## config.mk

```make
export PLATFORM = sky130hd
export DESIGN_NAME = modbus_rtu_frame_length_detector
export DESIGN_NICKNAME = d
export VERILOG_FILES = /design/src/hdl/mbfl_pkg.sv /design/src/hdl/mbfl_frame_state.sv /design/src/hdl/mbfl_len_check.sv /design/src/hdl/mbfl_skid.sv /design/src/hdl/modbus_rtu_frame_length_detector.sv
export SDC_FILE = /design/constraint.sdc
export NUM_CORES = 1
export LEC_CHECK = 0
export BUFFER_PORTS_ARGS = -buffer_cell sky130_fd_sc_hd__buf_2
export CORE_ASPECT_RATIO = 1.25
export CORE_MARGIN = 10
export CORE_UTILIZATION = 40
export CTS_CLUSTER_SIZE = 12
export DETAILED_ROUTE_END_ITERATION = 6
export PLACE_DENSITY = 0.52
export SETUP_SLACK_MARGIN = 0.1
export SYNTH_ARGS = -nofsm -noshare
export SYNTH_HDL_FRONTEND = slang
export SYNTH_SLANG_ARGS = --single-unit
```

## constraint.sdc

```tcl
create_clock -name clk -period 9.6 [get_ports clk]
set_input_delay 1.44 -clock clk [delete_from_list [all_inputs] [get_ports clk]]
set_output_delay 1.44 -clock clk [all_outputs]
set_load 0.02 [all_outputs]
```

## src/hdl/mbfl_pkg.sv

```systemverilog
// types and constants for the modbus rtu frame length detector
// no dependencies; imported by every module of the block
package mbfl_pkg;

  localparam int OFS_W = 10;
  localparam int LEN_W = 17;

  typedef logic [LEN_W-1:0] len_t;

  typedef struct packed {
    logic       start_of_frame;
    logic [7:0] rx_byte;
  } mbfl_in_t;

  typedef struct packed {
    logic       is_candidate;
    logic [8:0] frame_length;
    logic       length_overflow;
  } mbfl_res_t;

  typedef enum logic [1:0] {
    PHASE_IDLE,
    PHASE_WALK,
    PHASE_DONE
  } devid_phase_t;

  typedef struct packed {
    logic [7:0]       function_code;
    logic [7:0]       byte_two;
    logic [7:0]       byte_three;
    logic [7:0]       byte_six;
    logic [7:0]       byte_ten;
    logic [7:0]       objects_left;
    logic [OFS_W-1:0] next_header_offset;
    devid_phase_t     devid_phase;
    logic             overflow_flag;
  } mbfl_hdr_t;

  // function codes
  localparam int FC_EXC_BIT = 7;
  localparam logic [7:0] FC_READ_COILS     = 8'd1;
  localparam logic [7:0] FC_READ_DISCRETE  = 8'd2;
  localparam logic [7:0] FC_READ_HOLDING   = 8'd3;
  localparam logic [7:0] FC_READ_INPUT     = 8'd4;
  localparam logic [7:0] FC_WRITE_COIL     = 8'd5;
  localparam logic [7:0] FC_WRITE_REG      = 8'd6;
  localparam logic [7:0] FC_READ_EXC_STAT  = 8'd7;
  localparam logic [7:0] FC_DIAG           = 8'd8;
  localparam logic [7:0] FC_EVT_COUNTER    = 8'd11;
  localparam logic [7:0] FC_EVT_LOG        = 8'd12;
  localparam logic [7:0] FC_WRITE_COILS    = 8'd15;
  localparam logic [7:0] FC_WRITE_REGS     = 8'd16;
  localparam logic [7:0] FC_REPORT_ID      = 8'd17;
  localparam logic [7:0] FC_READ_FILE      = 8'd20;
  localparam logic [7:0] FC_WRITE_FILE     = 8'd21;
  localparam logic [7:0] FC_MASK_WRITE     = 8'd22;
  localparam logic [7:0] FC_RW_REGS        = 8'd23;
  localparam logic [7:0] FC_READ_FIFO      = 8'd24;
  localparam logic [7:0] FC_ENCAP          = 8'd43;
  localparam logic [7:0] MEI_DEVICE_ID     = 8'd14;

  // byte positions within a frame
  localparam len_t POS_FC       = len_t'(1);
  localparam len_t POS_B2       = len_t'(2);
  localparam len_t POS_B3       = len_t'(3);
  localparam len_t POS_B6       = len_t'(6);
  localparam len_t POS_OBJ_CNT  = len_t'(7);
  localparam len_t POS_B10      = len_t'(10);
  localparam logic [OFS_W-1:0] OFS_FIRST = OFS_W'(8);
  localparam logic [OFS_W:0]   OFS_SAT   = (OFS_W+1)'(1023);

endpackage

```

## src/hdl/mbfl_frame_state.sv

```systemverilog
// per-frame state: byte count, captured header bytes, device-id object walk
// depends on mbfl_pkg
module mbfl_frame_state import mbfl_pkg::*; #(
  parameter int MAX_FRAME_LEN = 256,
  localparam int CW = $clog2(MAX_FRAME_LEN + 1)
) (
  input  logic          clk,
  input  logic          rst,
  input  logic          take,
  input  mbfl_in_t      rx,
  output mbfl_hdr_t     hdr_next,
  output logic [CW-1:0] count_next
);

  mbfl_hdr_t        hdr;
  logic [CW-1:0]    count;
  mbfl_hdr_t        base_hdr;
  logic [CW-1:0]    base_cnt;
  len_t             idx;
  logic [OFS_W:0]   ofs_sum;
  logic [7:0]       obj_dec;

  always_comb begin
    base_hdr   = rx.start_of_frame ? '0 : hdr;
    base_cnt   = rx.start_of_frame ? '0 : count;
    hdr_next   = base_hdr;
    count_next = base_cnt;
    idx        = len_t'(base_cnt);
    ofs_sum    = {1'b0, base_hdr.next_header_offset} + (OFS_W+1)'(2)
                 + (OFS_W+1)'(rx.rx_byte);
    obj_dec    = base_hdr.objects_left - 8'd1;
    if (base_cnt >= CW'(MAX_FRAME_LEN)) begin
      hdr_next.overflow_flag = 1'b1;
    end else begin
      count_next = base_cnt + CW'(1);
      if (idx == POS_FC)  hdr_next.function_code = rx.rx_byte;
      if (idx == POS_B2)  hdr_next.byte_two      = rx.rx_byte;
      if (idx == POS_B3)  hdr_next.byte_three    = rx.rx_byte;
      if (idx == POS_B6)  hdr_next.byte_six      = rx.rx_byte;
      if (idx == POS_B10) hdr_next.byte_ten      = rx.rx_byte;
      if (idx == POS_OBJ_CNT) begin
        hdr_next.objects_left       = rx.rx_byte;
        hdr_next.next_header_offset = OFS_FIRST;
        hdr_next.devid_phase        = (rx.rx_byte == 8'd0) ? PHASE_DONE : PHASE_WALK;
      end else if (base_hdr.devid_phase == PHASE_WALK &&
                   idx == len_t'(base_hdr.next_header_offset) + len_t'(1)) begin
        // this byte is an object length: skip id, length and value bytes
        hdr_next.next_header_offset = (ofs_sum > OFS_SAT) ? OFS_SAT[OFS_W-1:0]
                                                          : ofs_sum[OFS_W-1:0];
        hdr_next.objects_left = obj_dec;
        if (obj_dec == 8'd0) hdr_next.devid_phase = PHASE_DONE;
      end
    end
  end

  always_ff @(posedge clk) begin
    if (rst) begin
      hdr   <= '0;
      count <= '0;
    end else if (take) begin
      hdr   <= hdr_next;
      count <= count_next;
    end
  end

endmodule

```

## src/hdl/mbfl_len_check.sv

```systemverilog
// function-code length rules: decides whether the bytes so far form a frame
// depends on mbfl_pkg
module mbfl_len_check import mbfl_pkg::*; #(
  parameter int MAX_FRAME_LEN = 256,
  localparam int CW = $clog2(MAX_FRAME_LEN + 1)
) (
  input  mbfl_hdr_t     hdr,
  input  logic [CW-1:0] count,
  output mbfl_res_t     res
);

  len_t        c;
  len_t        b2_len;
  logic        have2;
  logic        diag_ok;
  logic        match;
  logic [15:0] sub;

  always_comb begin
    c       = len_t'(count);
    b2_len  = len_t'(hdr.byte_two) + len_t'(5);
    have2   = c >= len_t'(3);
    sub     = {hdr.byte_two, hdr.byte_three};
    diag_ok = (sub >= 16'd1 && sub <= 16'd4) || (sub >= 16'd10 && sub <= 16'd18) ||
              sub == 16'd20;
    match   = 1'b0;
    if (c < len_t'(2)) begin
      match = 1'b0;
    end else if (hdr.function_code[FC_EXC_BIT]) begin
      match = c == len_t'(5);
    end else begin
      case (hdr.function_code)
        FC_READ_COILS, FC_READ_DISCRETE, FC_READ_HOLDING, FC_READ_INPUT: begin
          match = c == len_t'(8) || (have2 && c == b2_len);
        end
        FC_WRITE_COIL, FC_WRITE_REG: begin
          match = c == len_t'(8);
        end
        FC_READ_EXC_STAT: begin
          match = c == len_t'(4) || c == len_t'(5);
        end
        FC_DIAG: begin
          match = c >= len_t'(4) && diag_ok && c == len_t'(8);
        end
        FC_EVT_COUNTER: begin
          match = c == len_t'(4) || c == len_t'(8);
        end
        FC_EVT_LOG, FC_REPORT_ID: begin
          match = c == len_t'(4) || (have2 && c == b2_len);
        end
        FC_WRITE_COILS, FC_WRITE_REGS: begin
          match = c == len_t'(8) ||
                  (c >= len_t'(7) && c == len_t'(hdr.byte_six) + len_t'(9));
        end
        FC_READ_FILE, FC_WRITE_FILE: begin
          match = have2 && c == b2_len;
        end
        FC_MASK_WRITE: begin
          match = c == len_t'(10);
        end
        FC_RW_REGS: begin
          match = (have2 && c == b2_len) ||
                  (c >= len_t'(11) && c == len_t'(hdr.byte_ten) + len_t'(13));
        end
        FC_READ_FIFO: begin
          match = c == len_t'(6) || (c >= len_t'(4) && c == len_t'(sub) + len_t'(6));
        end
        FC_ENCAP: begin
          // device id: fixed 7-byte request, or end of object list plus crc
          if (have2 && hdr.byte_two == MEI_DEVICE_ID) begin
            match = c == len_t'(7) ||
                    (c >= len_t'(8) && hdr.devid_phase == PHASE_DONE &&
                     c == len_t'(hdr.next_header_offset) + len_t'(2));
          end
        end
        default: begin
          match = 1'b0;
        end
      endcase
    end
    res.is_candidate    = !hdr.overflow_flag && match;
    res.frame_length    = 9'(count);
    res.length_overflow = hdr.overflow_flag;
  end

endmodule

```

## src/hdl/mbfl_skid.sv

```systemverilog
// two-entry output buffer: result register plus skid register
// depends on mbfl_pkg
module mbfl_skid import mbfl_pkg::*; (
  input  logic      clk,
  input  logic      rst,
  input  logic      in_valid,
  output logic      in_ready,
  input  mbfl_res_t in_data,
  output logic      out_valid,
  input  logic      out_ready,
  output mbfl_res_t out_data
);

  logic      skid_valid;
  mbfl_res_t skid_data;
  logic      stalled;

  assign in_ready = !skid_valid;
  assign stalled  = out_valid && !out_ready;

  always_ff @(posedge clk) begin
    if (rst) begin
      out_valid  <= 1'b0;
      skid_valid <= 1'b0;
    end else if (stalled) begin
      if (in_valid && in_ready) skid_valid <= 1'b1;
    end else if (skid_valid) begin
      out_valid  <= 1'b1;
      skid_valid <= 1'b0;
    end else begin
      out_valid <= in_valid;
    end
  end

  always_ff @(posedge clk) begin
    if (stalled) begin
      if (in_valid && in_ready) skid_data <= in_data;
    end else if (skid_valid) begin
      out_data <= skid_data;
    end else if (in_valid) begin
      out_data <= in_data;
    end
  end

endmodule

```

## src/hdl/modbus_rtu_frame_length_detector.sv

```systemverilog
// modbus rtu frame length detector, top level
// an accepted byte's result is registered in the result register, or in the skid register
// while the output stalls; throughput: one byte per cycle while the skid register is empty;
// the per-byte state update and length compare sit in one combinational pass ahead of
// the result register; a two-entry output buffer keeps accepting while one result waits
// reset (rst, synchronous) clears the frame state and empties the output
module modbus_rtu_frame_length_detector import mbfl_pkg::*; #(
  parameter int MAX_FRAME_LEN = 256
) (
  input  logic      clk,
  input  logic      rst,
  input  logic      rx_valid,
  output logic      rx_ready,
  input  mbfl_in_t  rx_data,
  output logic      res_valid,
  input  logic      res_ready,
  output mbfl_res_t res_data
);

  localparam int CW = $clog2(MAX_FRAME_LEN + 1);

  logic          take;
  mbfl_hdr_t     hdr_next;
  logic [CW-1:0] count_next;
  mbfl_res_t     res_next;

  assign take = rx_valid && rx_ready;

  mbfl_frame_state #(.MAX_FRAME_LEN(MAX_FRAME_LEN)) u_state (
    .clk        (clk),
    .rst        (rst),
    .take       (take),
    .rx         (rx_data),
    .hdr_next   (hdr_next),
    .count_next (count_next)
  );

  mbfl_len_check #(.MAX_FRAME_LEN(MAX_FRAME_LEN)) u_check (
    .hdr   (hdr_next),
    .count (count_next),
    .res   (res_next)
  );

  mbfl_skid u_out (
    .clk       (clk),
    .rst       (rst),
    .in_valid  (rx_valid),
    .in_ready  (rx_ready),
    .in_data   (res_next),
    .out_valid (res_valid),
    .out_ready (res_ready),
    .out_data  (res_data)
  );

endmodule

```

==> impl_metrics.csv, run 1 <==
group,metric,value,unit
worst_hold_path,worstHoldEndpoint,"u_state.hdr[35]",
sta,tns,0,ns
global_routing,antenna_found_initial,0,
final_layout,num-fill-cells,2100,
final_layout,nets,1110,
sta,max_freq,144,MHz
final_layout,multi_input_area,5770,sq um
global_routing,grt_pass1_wl,45.9,mm
clocking,clk_latency,0.36,ns
clocking,root_buffer,"clkbuf_16",
clocking,cts_max_level,3,
final_layout,mostFrequentLayoutCells,"117 x nor2_1, 93 x nand2_1, 72 x dfxtp_1",
power,leakage,3.13,nW
worst_hold_path,min_from,"u_state.hdr[35]",
synth,synth_compound_area_frac,0.273,
sta,rsz0062_at_grt,"no",
die,num_io_pins,26,
clocking,cts.sinks,94,
sta,fin_crit,6.92,ns
detailed_routing,vias,8431,
place,io_buffers,25,
worst_hold_path,worstHoldPathCells,2,
worst_setup_path,critPathMaxStageDelay,0.74,ns
worst_setup_path,cp_max_fo,30,
die,initial_core_util,0.409,
worst_hold_path,hold_class,"flip-flop to flip-flop",
worst_setup_path,critPathKind,"input port to flip-flop",
synth,synth_simple_gate_area_frac,0.265,
synth,synth_ff_type,"dfxtp_1",
final_layout,final_core_utilization,0.440,
worst_setup_path,crit_top_cell,"inv_1",
die,coreArea,20200,sq um
synth,syn_area_per_cell,7.58,sq um
die,die-area,26900,sq um
sta,finClkSkew,0.0141,ns
clocking,cts_buffers,9,
worst_setup_path,crit-reg2reg-launch,"u_state.hdr[3]",
worst_setup_path,cp-end-kind,"flip-flop",
power,power_frac_seq,0.435,
synth,synth_top_family_by_area,"compound AO/OA/AOI/OAI gates",
detailed_routing,first_pass_iters,5,
worst_setup_path,reg2reg_setup_slack,4.26,ns
die,die_h,181,um
power,power_frac_clock,0.383,
worst_setup_path,r2r_end,"u_out.out_data[10]",
power,cell_internal_pwr,659,uW
global_routing,grt_use_met3,0.0303,
global_routing,first_global_vias,8056,
clocking,clk_path_buf_depth,2,
global_routing,grt_util_all_layers,0.213,
final_layout,stdcell_count,1343,
sta,worst_pin_slew,1.09,ns
clocking,postCtsSetupBuffers,0,
power,power_density,110,nW/um^2
detailed_routing,wl_per_cell,21.7,um
synth,synthArstFlopShare,0,
place,place_congestion,0.945,
detailed_routing,drc_errors,0,
flow_run,maxCapViolCount,0,
synth,synth_mux_area_frac,0.0315,
clocking,cts_hold_buf,0,
detailed_routing,drt_wl_total,29.2,mm
worst_setup_path,worstSetupStartpointType,"input port",
sta,setup_viol,0,
sta,max_slew_margin,0.265,
synth,synth-edff-count,22,
worst_setup_path,critical_path_required,9.81,ns
synth,synth_xor_area_frac,0.0790,
power,ir_drop,80.3,uV
global_routing,gr-total-overflow,0,
sta,hold_violations,0,
synth,syn-cell-area,8270,sq um
final_layout,n_antenna_cell,0,
worst_setup_path,cp.arrival,7.13,ns
clocking,cts_resized,0,
final_layout,final_common_cell,"nor2_1",
synth,synth_nets,1133,
synth,synthAdderAreaFrac,0.0448,
sta,report.final.slew_viol_count,0,
power,p_comb_frac,0.182,
final_layout,area.growth.synth_to_final,7.71,%
synth,ys_seq_elements,94,
worst_setup_path,path_cells,"buf_2 -> inv_1 -> nand2_1 -> inv_1 -> ha_1 -> nand3_4 -> o21a_1 -> or4_4 -> a311o_1 -> nor2_1 -> buf_4 -> a211oi_1 -> inv_1 -> ha_1 -> inv_1 -> nor4_1 -> nand3_1 -> nor4b_1 -> nor4_1 -> or4_4 -> a31oi_1",
die,die_w,149,um
detailed_routing,vias_per_cell,6.28,
detailed_routing,ant_nets,0,
clocking,cts_tree,"done",
global_routing,met1_usage,0.266,
synth,ys_seq_area_frac,0.254,
place,hpwl,20.7,mm
final_layout,register_area,2100,sq um
clocking,clk_pin_slew,0.08,ns
global_routing,busiest_layer,"met2",
worst_setup_path,critPathSlowestCell,"inv_1",
place,dp.cells,1327,
run_status,status,"completed",
global_routing,met2_usage,0.351,
detailed_routing,first_iter_violations,602,
synth,synthCells,1091,
final_layout,layout-drive-gt1-share,0.0895,
global_routing,grt_max_degree,73,
die,rows,58,
synth,yosysUniqueCellTypes,80,
power,p_sw,324,uW
power,p_sw_frac,0.330,
sta,fin_crit_sh,0.721,
synth,yosysWarnings,0,
worst_setup_path,reg2reg_depth,18,
==> layer usage <==
layer / up-vias / wire (um) / part of all wire
met5: - / 0 / 0
met4: 0 / 1290 / 0.044
met3: 68 / 1270 / 0.043
met2: 237 / 13900 / 0.48
met1: 4094 / 12700 / 0.43
li1: 4032 / - / -
==> critical path, delay by kind of cell <==
family / cells / cell delay (ns)
compound gates: 4 / 1.01
fa+ha+maj: 2 / 0.37
buf+inv: 6 / 1.51
simple gates: 9 / 2.75
==> cells in the mapped netlist, types with 5 or more instances <==
cell       instances  area share
nand2_1           93       0.042
or4_1              7      0.0064
buf_1              6      0.0027
o21ai_0           50       0.030
a2111oi_0          5      0.0053
mux2_2             8       0.011
and2_1            15       0.011
nand2b_1          12      0.0091
nor3_1            30       0.018
nor4_1            18       0.014
nand3_1           37       0.022
nor4b_1            7      0.0074
mux2i_1           17       0.021
clkbuf_1          68       0.031
ha_1              28       0.042
and3_1            14       0.011
nor2b_1           17       0.013
or2_2             10      0.0076
a31oi_1           14       0.011
a22o_1            13       0.014
a21oi_1           67       0.041
a211oi_1          39       0.035
a22oi_1           49       0.044
dfxtp_1           72        0.17
o31a_1             5      0.0053
o22ai_1            8      0.0061
xor2_1            21       0.022
o21a_1             7      0.0064
nand4_1           16       0.012
o211ai_1           8      0.0073
inv_1             31       0.014
or3_1             11      0.0083
o31ai_1            5      0.0045
edfxtp_1          22       0.080
nor2_1           117       0.053
a32oi_1            8      0.0085
xnor2_1           51       0.054
==> cell families (layout without fill, tap and decap cells) <==
kind of cell / Yosys count / in the layout
xor+xnor: 73 / 73
fa+ha+maj: 29 / 29
flops: 94 / 94
mux: 25 / 25
simple gates: 430 / 430
buf+inv: 113 / 95
compound gates: 327 / 327
==> flip-flops by register name, indices dropped and copies added (netlist names) <==
signal            flops
u_state.hdr          61
u_out.out_data       11
u_out.skid_data      11
u_state.count         9
u_out.out_valid       1
u_out.skid_valid      1
==> how the worst max path moves through the flow <==
| stage | from | to | slack, ns | cells past startpoint |
|---|---|---|---|---|
| 2_1_floorplan | rx_data[8] | u_out.out_data[10] | 2.19 | 26 |
| 6_report | rx_data[8] | u_out.out_data[10] | 2.68 | 21 |
| 5_1_grt | rx_data[8] | u_out.out_data[10] | 2.14 | 20 |
| 3_5_place_dp | rx_data[8] | u_out.out_data[10] | 2.38 | 20 |
| 4_1_cts | rx_data[8] | u_out.out_data[10] | 2.75 | 21 |
| 3_3_place_gp | rx_data[8] | u_out.out_data[10] | 2.54 | 20 |
==> area by class of cell <==
type                            instances  area share
Sequential cell                        94       0.236
Tap cell                              270      0.0379
Clock inverter                          7     0.00857
Timing Repair Buffer                   45      0.0309
Inverter                               34      0.0143
Multi-Input combinational cell        884       0.647
Clock buffer                            9      0.0253
==> power by group through the flow <==
stage / clock [mW] / combinational (mW) / sequential (mW)
finish: 0.377 / 0.179 / 0.428
global route: 0.400 / 0.197 / 0.429
CTS: 0.387 / 0.178 / 0.427
detailed placement: 0 / 0.177 / 0.437
global placement: 0 / 0.178 / 0.436
floorplan: 0 / 0.125 / 0.435
==> metrics by stage <==
step	instance area (sq um)	hold WS, ns	power (mW)	worst slack (ns)
after global routing	8910	0.485	1.03	2.14
final	8910	0.466	0.984	2.68
after detailed placement	8610	0.455	0.613	2.38
after floorplan	8270	0.433	0.560	2.19
after CTS	8910	0.465	0.992	2.75
after global placement	8610	0.452	0.614	2.54
Note: power is estimated with default switching activity, not from simulation.
==> run 2, diff against run 1 <==
- clock period: 9.6 -> 6.9 ns (I/O delays scaled with it)
==> run 2 against run 1 <==
Effect of this change:
- die area unchanged
- flip-flop and latch count unchanged
- power up 41%
- sequential share of layout area down 0.30 points
- combinational power up 45%
- register-to-register slack worse by 2.6 ns
- via count up 0.43%
- largest power group unchanged
==> impl_metrics.csv, run 2 (synthesized netlist as in run 1, its figures left out) <==
group,metric,value,unit
run_status,status,"completed",
clocking,clk_pin_slew,0.09,ns
clocking,cts_resized,0,
detailed_routing,drc_errors,0,
clocking,root_buffer,"clkbuf_16",
sta,report.final.slew_viol_count,0,
final_layout,mostFrequentLayoutCells,"117 x nor2_1, 93 x nand2_1, 72 x dfxtp_1",
sta,fin_crit_sh,0.837,
detailed_routing,first_pass_iters,5,
sta,max_slew_margin,0.280,
sta,final.setup.worst_slack,1.13,ns
clocking,cts_tree,"done",
global_routing,met1_usage,0.279,
global_routing,busiest_layer,"met2",
global_routing,grt_util_all_layers,0.219,
clocking,clk_latency,0.38,ns
worst_setup_path,cp_max_fo,24,
worst_setup_path,worstSetupStartpointType,"input port",
global_routing,grt_max_degree,73,
detailed_routing,ant_nets,0,
place,io_buffers,25,
detailed_routing,drt_wl_total,30.1,mm
worst_setup_path,crit_top_cell,"inv_1",
final_layout,register_area,2100,sq um
global_routing,met2_usage,0.378,
detailed_routing,vias_per_cell,6.24,
sta,max_freq,173,MHz
global_routing,gr-total-overflow,0,
final_layout,nets,1124,
final_layout,area.growth.synth_to_final,9.09,%
global_routing,grt_use_met3,0.0250,
die,num_io_pins,26,
die,die-area,26900,sq um
final_layout,n_antenna_cell,0,
final_layout,largest_reg_flops,61,
global_routing,antenna_found_initial,0,
clocking,cts_max_level,3,
clocking,clk_path_buf_depth,2,
power,ir_drop,126,uV
die,die_w,149,um
detailed_routing,wl_per_cell,22.2,um
place,place_congestion,0.954,
power,power_density,154,nW/um^2
detailed_routing,vias,8467,
sta,hold_violations,0,
place,placed_cell_area,8720,sq um
sta,setup_viol,0,
clocking,cts_hold_buf,0,
sta,holdWs,0.461,ns
die,coreArea,20200,sq um
worst_setup_path,critPathSlowestCell,"a311oi_4",
final_layout,layout-drive-gt1-share,0.103,
sta,fin_crit,5.77,ns
clocking,cts_buffers,9,
flow_run,maxCapViolCount,0,
sta,rsz0062_at_grt,"no",
sta,tns,0,ns
place,hpwl,21.6,mm
worst_setup_path,path_cells,"buf_2 -> inv_1 -> nand2_1 -> inv_1 -> ha_1 -> xor2_1 -> nor4_1 -> nand4_1 -> a311oi_4 -> a211oi_1 -> a211oi_2 -> inv_1 -> ha_1 -> inv_1 -> nor4_2 -> a31o_2 -> a211oi_1 -> nor4_1 -> or4_4 -> a31oi_1",
worst_setup_path,critPathMaxStageDelay,0.58,ns
global_routing,first_global_vias,8045,
worst_setup_path,cp.arrival,6.00,ns
worst_setup_path,critPathKind,"input port to flip-flop",
clocking,cts.sinks,94,
final_layout,multi_input_area,5780,sq um
final_layout,stdcell_area,9020,sq um
die,rows,58,
die,die_h,181,um
detailed_routing,first_iter_violations,635,
clocking,postCtsSetupBuffers,0,
worst_setup_path,critical_path_required,7.13,ns
worst_hold_path,hold_class,"flip-flop to flip-flop",
global_routing,grt_pass1_wl,47.1,mm
final_layout,final_common_cell,"nor2_1",
final_layout,reg.largest.list,"u_state.hdr (61), u_out.out_data (11), u_out.skid_data (11)",
place,post-place-ws,0.814,ns
sta,finClkSkew,0.0163,ns
final_layout,top_register,"u_state.hdr",
sta,worst_pin_slew,1.07,ns
power,leakage,3.20,nW
final_layout,num-fill-cells,2119,
worst_setup_path,cp-end-kind,"flip-flop",
die,initial_core_util,0.409,
-- run 2: cell count changes in the layout (fill, tap and decap cells not counted), sizes merged --
cell    change
buf        +14
inv         +1
clkinv      -1
-- run 2: where the power goes --
part,leakage (nW),total (mW),internal [mW],switching [mW]
Clock,0.147,0.538,0.258,0.280
Combinational,2.26,0.259,0.0852,0.173
Sequential,0.797,0.594,0.579,0.0152
Total,3.20,1.39,0.922,0.469
-- run 2: routing by layer --
| layer | up-vias | share of wire |
|---|---|---|
| met3 | 39 | 0.042 |
| met5 | - | 0 |
| met2 | 232 | 0.50 |
| met4 | 0 | 0.021 |
| li1 | 4046 | - |
| met1 | 4150 | 0.43 |
-- run 2: area by class of cell --
type,instances,area share
multi-input combinational,884,0.640
inverter,34,0.0141
timing repair buffer,59,0.0422
clock inverter,7,0.00818
clock buffer,9,0.0250
tap,270,0.0374
sequential,94,0.233
-- run 2: metrics by stage --
step / power (mW) / util / cells
finish: 1.39 / 0.446 / 1357
global route: 1.44 / 0.446 / 1357
CTS: 1.40 / 0.446 / 1357
detailed placement: 0.860 / 0.431 / 1341
global placement: 0.863 / 0.431 / 1341
floorplan: 0.780 / - / 1091
-- run 2: path summary, 6_finish.rpt --
kind	startpoint	to	slack, ns	cells past startpoint
worst min register to register	u_state.hdr[35]	u_state.hdr[35]	0.46	2
worst max register to register	u_state.hdr[3]	u_out.out_data[10]	1.71	17
worst min-delay path	u_state.hdr[35]	u_state.hdr[35]	0.46	2
worst max-delay path	rx_data[8]	u_out.out_data[10]	1.13	20
-- run 2: worst max-delay path, delay by kind of cell --
family          cells  cell delay (ns)
buf+inv             5             0.92
simple gates        6             1.53
compound gates      6             1.89
fa+ha+maj           2             0.48
xor+xnor            1             0.14
==> run 3, diff against run 2 <==
- clock period: 6.9 -> 5.56 ns (I/O delays scaled with it)
==> run 3 against run 2 <==
Effect of this change:
- sequential share of layout area is 0.82 points lower
- clock power increased by 23%
- largest power group unchanged
- critical path depth down 1
- clock-buffer cell count is the same
- utilization is 1.6 points higher
- combinational power up 30%
- routed wire length is 2.2% higher
- global-route usage increased by 0.80 points
- largest cell class unchanged
- sequential power up 24%
==> impl_metrics.csv, run 3 (synthesized netlist as in run 1, its figures left out) <==
group,metric,value,unit
run_status,status,"completed",
clocking,cts_hold_buf,0,
place,post-place-ws,0.303,ns
worst_setup_path,critical_path_required,5.78,ns
worst_setup_path,cp-end-kind,"flip-flop",
die,initial_core_util,0.409,
sta,setup_viol,0,
power,power,1.73,mW
worst_setup_path,crit-reg2reg-launch,"u_state.count[6]",
final_layout,num-fill-cells,2073,
final_layout,layout-drive-gt1-share,0.139,
detailed_routing,vias,8723,
worst_setup_path,cp.arrival,5.20,ns
clocking,clk_latency,0.37,ns
power,cell_internal_pwr,1.16,mW
worst_setup_path,critical_path.top_delay_family,"simple AND/OR/NAND/NOR gates",
global_routing,grt_pass1_wl,48.5,mm
global_routing,gr-total-overflow,0,
worst_setup_path,crit_end,"u_out.out_data[10]",
die,die_w,149,um
die,coreArea,20200,sq um
die,die-area,26900,sq um
clocking,clk_pin_slew,0.08,ns
global_routing,antenna_found_initial,0,
final_layout,n_antenna_cell,0,
final_layout,final_common_cell,"nor2_1",
final_layout,mostFrequentLayoutCells,"116 x nor2_1, 92 x nand2_1, 72 x dfxtp_1",
final_layout,reg.largest.list,"u_state.hdr (61), u_out.out_data (11), u_out.skid_data (11)",
clocking,cts_tree,"done",
power,p_sw,579,uW
sta,fin_crit_sh,0.897,
global_routing,grt_max_degree,73,
worst_setup_path,cp_max_fo,7,
place,hpwl,22.4,mm
power,p_comb_frac,0.195,
final_layout,largest_reg_flops,61,
sta,hold_violations,0,
place,io_buffers,25,
power,power_density,186,nW/um^2
global_routing,first_global_vias,8437,
worst_setup_path,crit_top_cell,"inv_1",
power,power_frac_seq,0.424,
worst_setup_path,path_cells,"buf_2 -> inv_1 -> nand2_1 -> ha_1 -> inv_1 -> ha_1 -> inv_1 -> fa_1 -> nand2b_1 -> a21oi_1 -> o21ai_0 -> a21boi_0 -> o21bai_1 -> and2_1 -> a221o_1 -> nor4b_1 -> nor4_1 -> or4_4 -> a31oi_1",
power,leakage,3.38,nW
worst_setup_path,setup.worst_path.start,"rx_data[8]",
worst_setup_path,reg2reg_setup_slack,0.78,ns
detailed_routing,ant_nets,0,
detailed_routing,vias_per_cell,6.27,
worst_setup_path,r2r_end,"u_out.out_data[10]",
worst_setup_path,cp.depth,19,
worst_hold_path,hold_class,"flip-flop to flip-flop",
die,die_h,181,um
die,rows,58,
worst_setup_path,critPathBufInv,4,
worst_setup_path,reg2reg_depth,16,
power,p_sw_frac,0.334,
sta,tns,0,ns
detailed_routing,drt_wl_total,30.8,mm
clocking,root_buffer,"clkbuf_16",
sta,max_slew_margin,0.334,
sta,rsz0062_at_grt,"no",
detailed_routing,drc_errors,0,
detailed_routing,wl_per_cell,22.1,um
sta,finClkSkew,0.0122,ns
worst_setup_path,worstSetupStartpointType,"input port",
sta,report.final.slew_viol_count,0,
flow_run,maxCapViolCount,0,
global_routing,grt_util_all_layers,0.227,
clocking,cts_max_level,3,
final_layout,top_register,"u_state.hdr",
detailed_routing,first_iter_violations,696,
clocking,cts.sinks,94,
sta,fin_crit,4.99,ns
sta,worst_pin_slew,0.987,ns
clocking,postCtsSetupBuffers,0,
clocking,clk_path_buf_depth,2,
sta,max_freq,201,MHz
final_layout,nets,1159,
final_layout,area.growth.synth_to_final,13.1,%
die,num_io_pins,26,
clocking,cts_resized,0,
detailed_routing,first_pass_iters,5,
clocking,cts_buffers,9,
worst_setup_path,critPathSlowestCell,"or4_4",
worst_setup_path,critPathMaxStageDelay,0.54,ns
worst_setup_path,critPathKind,"input port to flip-flop",
place,place_congestion,0.963,
power,power_frac_clock,0.381,
power,ir_drop,142,uV
sta,final.setup.worst_slack,0.575,ns
run 3: tightest hold or removal path, delay by kind of cell (launching register included):
family,cells,cell delay [ns]
and+or+nand+nor,1,0.05
DFF,1,0.31
AOI/OAI and AO/OA,1,0.05
run 3: worst min-delay path by stage:
stage / from / end / slack [ns] / depth (start not counted)
2_1_floorplan: u_state.hdr[0] / u_state.hdr[0] / 0.43 / 2
3_3_place_gp: u_state.hdr[0] / u_state.hdr[0] / 0.44 / 2
3_5_place_dp: u_state.hdr[0] / u_state.hdr[0] / 0.45 / 2
4_1_cts: u_state.hdr[0] / u_state.hdr[0] / 0.46 / 2
5_1_grt: u_state.hdr[0] / u_state.hdr[0] / 0.49 / 2
6_report: u_state.hdr[0] / u_state.hdr[0] / 0.46 / 2
run 3: routing by layer:
layer,up-vias,wire [um],track usage
met5,-,0,0
met4,0,1180,0.104
met3,76,1800,0.0320
met2,320,15000,0.382
met1,4205,12800,0.279
li1,4122,-,-
run 3: area by class of cell:
cell class	count	area, sq um	area share
Multi-Input combinational cell	884	5830	0.623
Sequential cell	94	2100	0.225
Timing Repair Buffer	94	656	0.0701
Inverter	34	128	0.0136
Clock inverter	7	75.1	0.00803
Tap cell	270	338	0.0361
Clock buffer	9	225	0.0241
run 3: through the flow:
step / instances / utilization / hold WS, ns / cell area [sq um]
2_1_floorplan: 1091 / - / 0.433 / 8400
3_3_place_gp: 1376 / 0.447 / 0.443 / 9050
3_5_place_dp: 1376 / 0.447 / 0.447 / 9050
4_1_cts: 1392 / 0.462 / 0.459 / 9350
5_1_grt: 1392 / 0.462 / 0.487 / 9350
6_report: 1392 / 0.462 / 0.461 / 9350
run 3: power by group through the flow:
stage | Clock (mW) | Combinational [mW] | Sequential, mW
3_5_place_dp | 0 | 0.333 | 0.751
3_3_place_gp | 0 | 0.334 | 0.751
4_1_cts | 0.677 | 0.334 | 0.735
6_report | 0.662 | 0.337 | 0.736
2_1_floorplan | 0 | 0.222 | 0.751
5_1_grt | 0.702 | 0.369 | 0.739
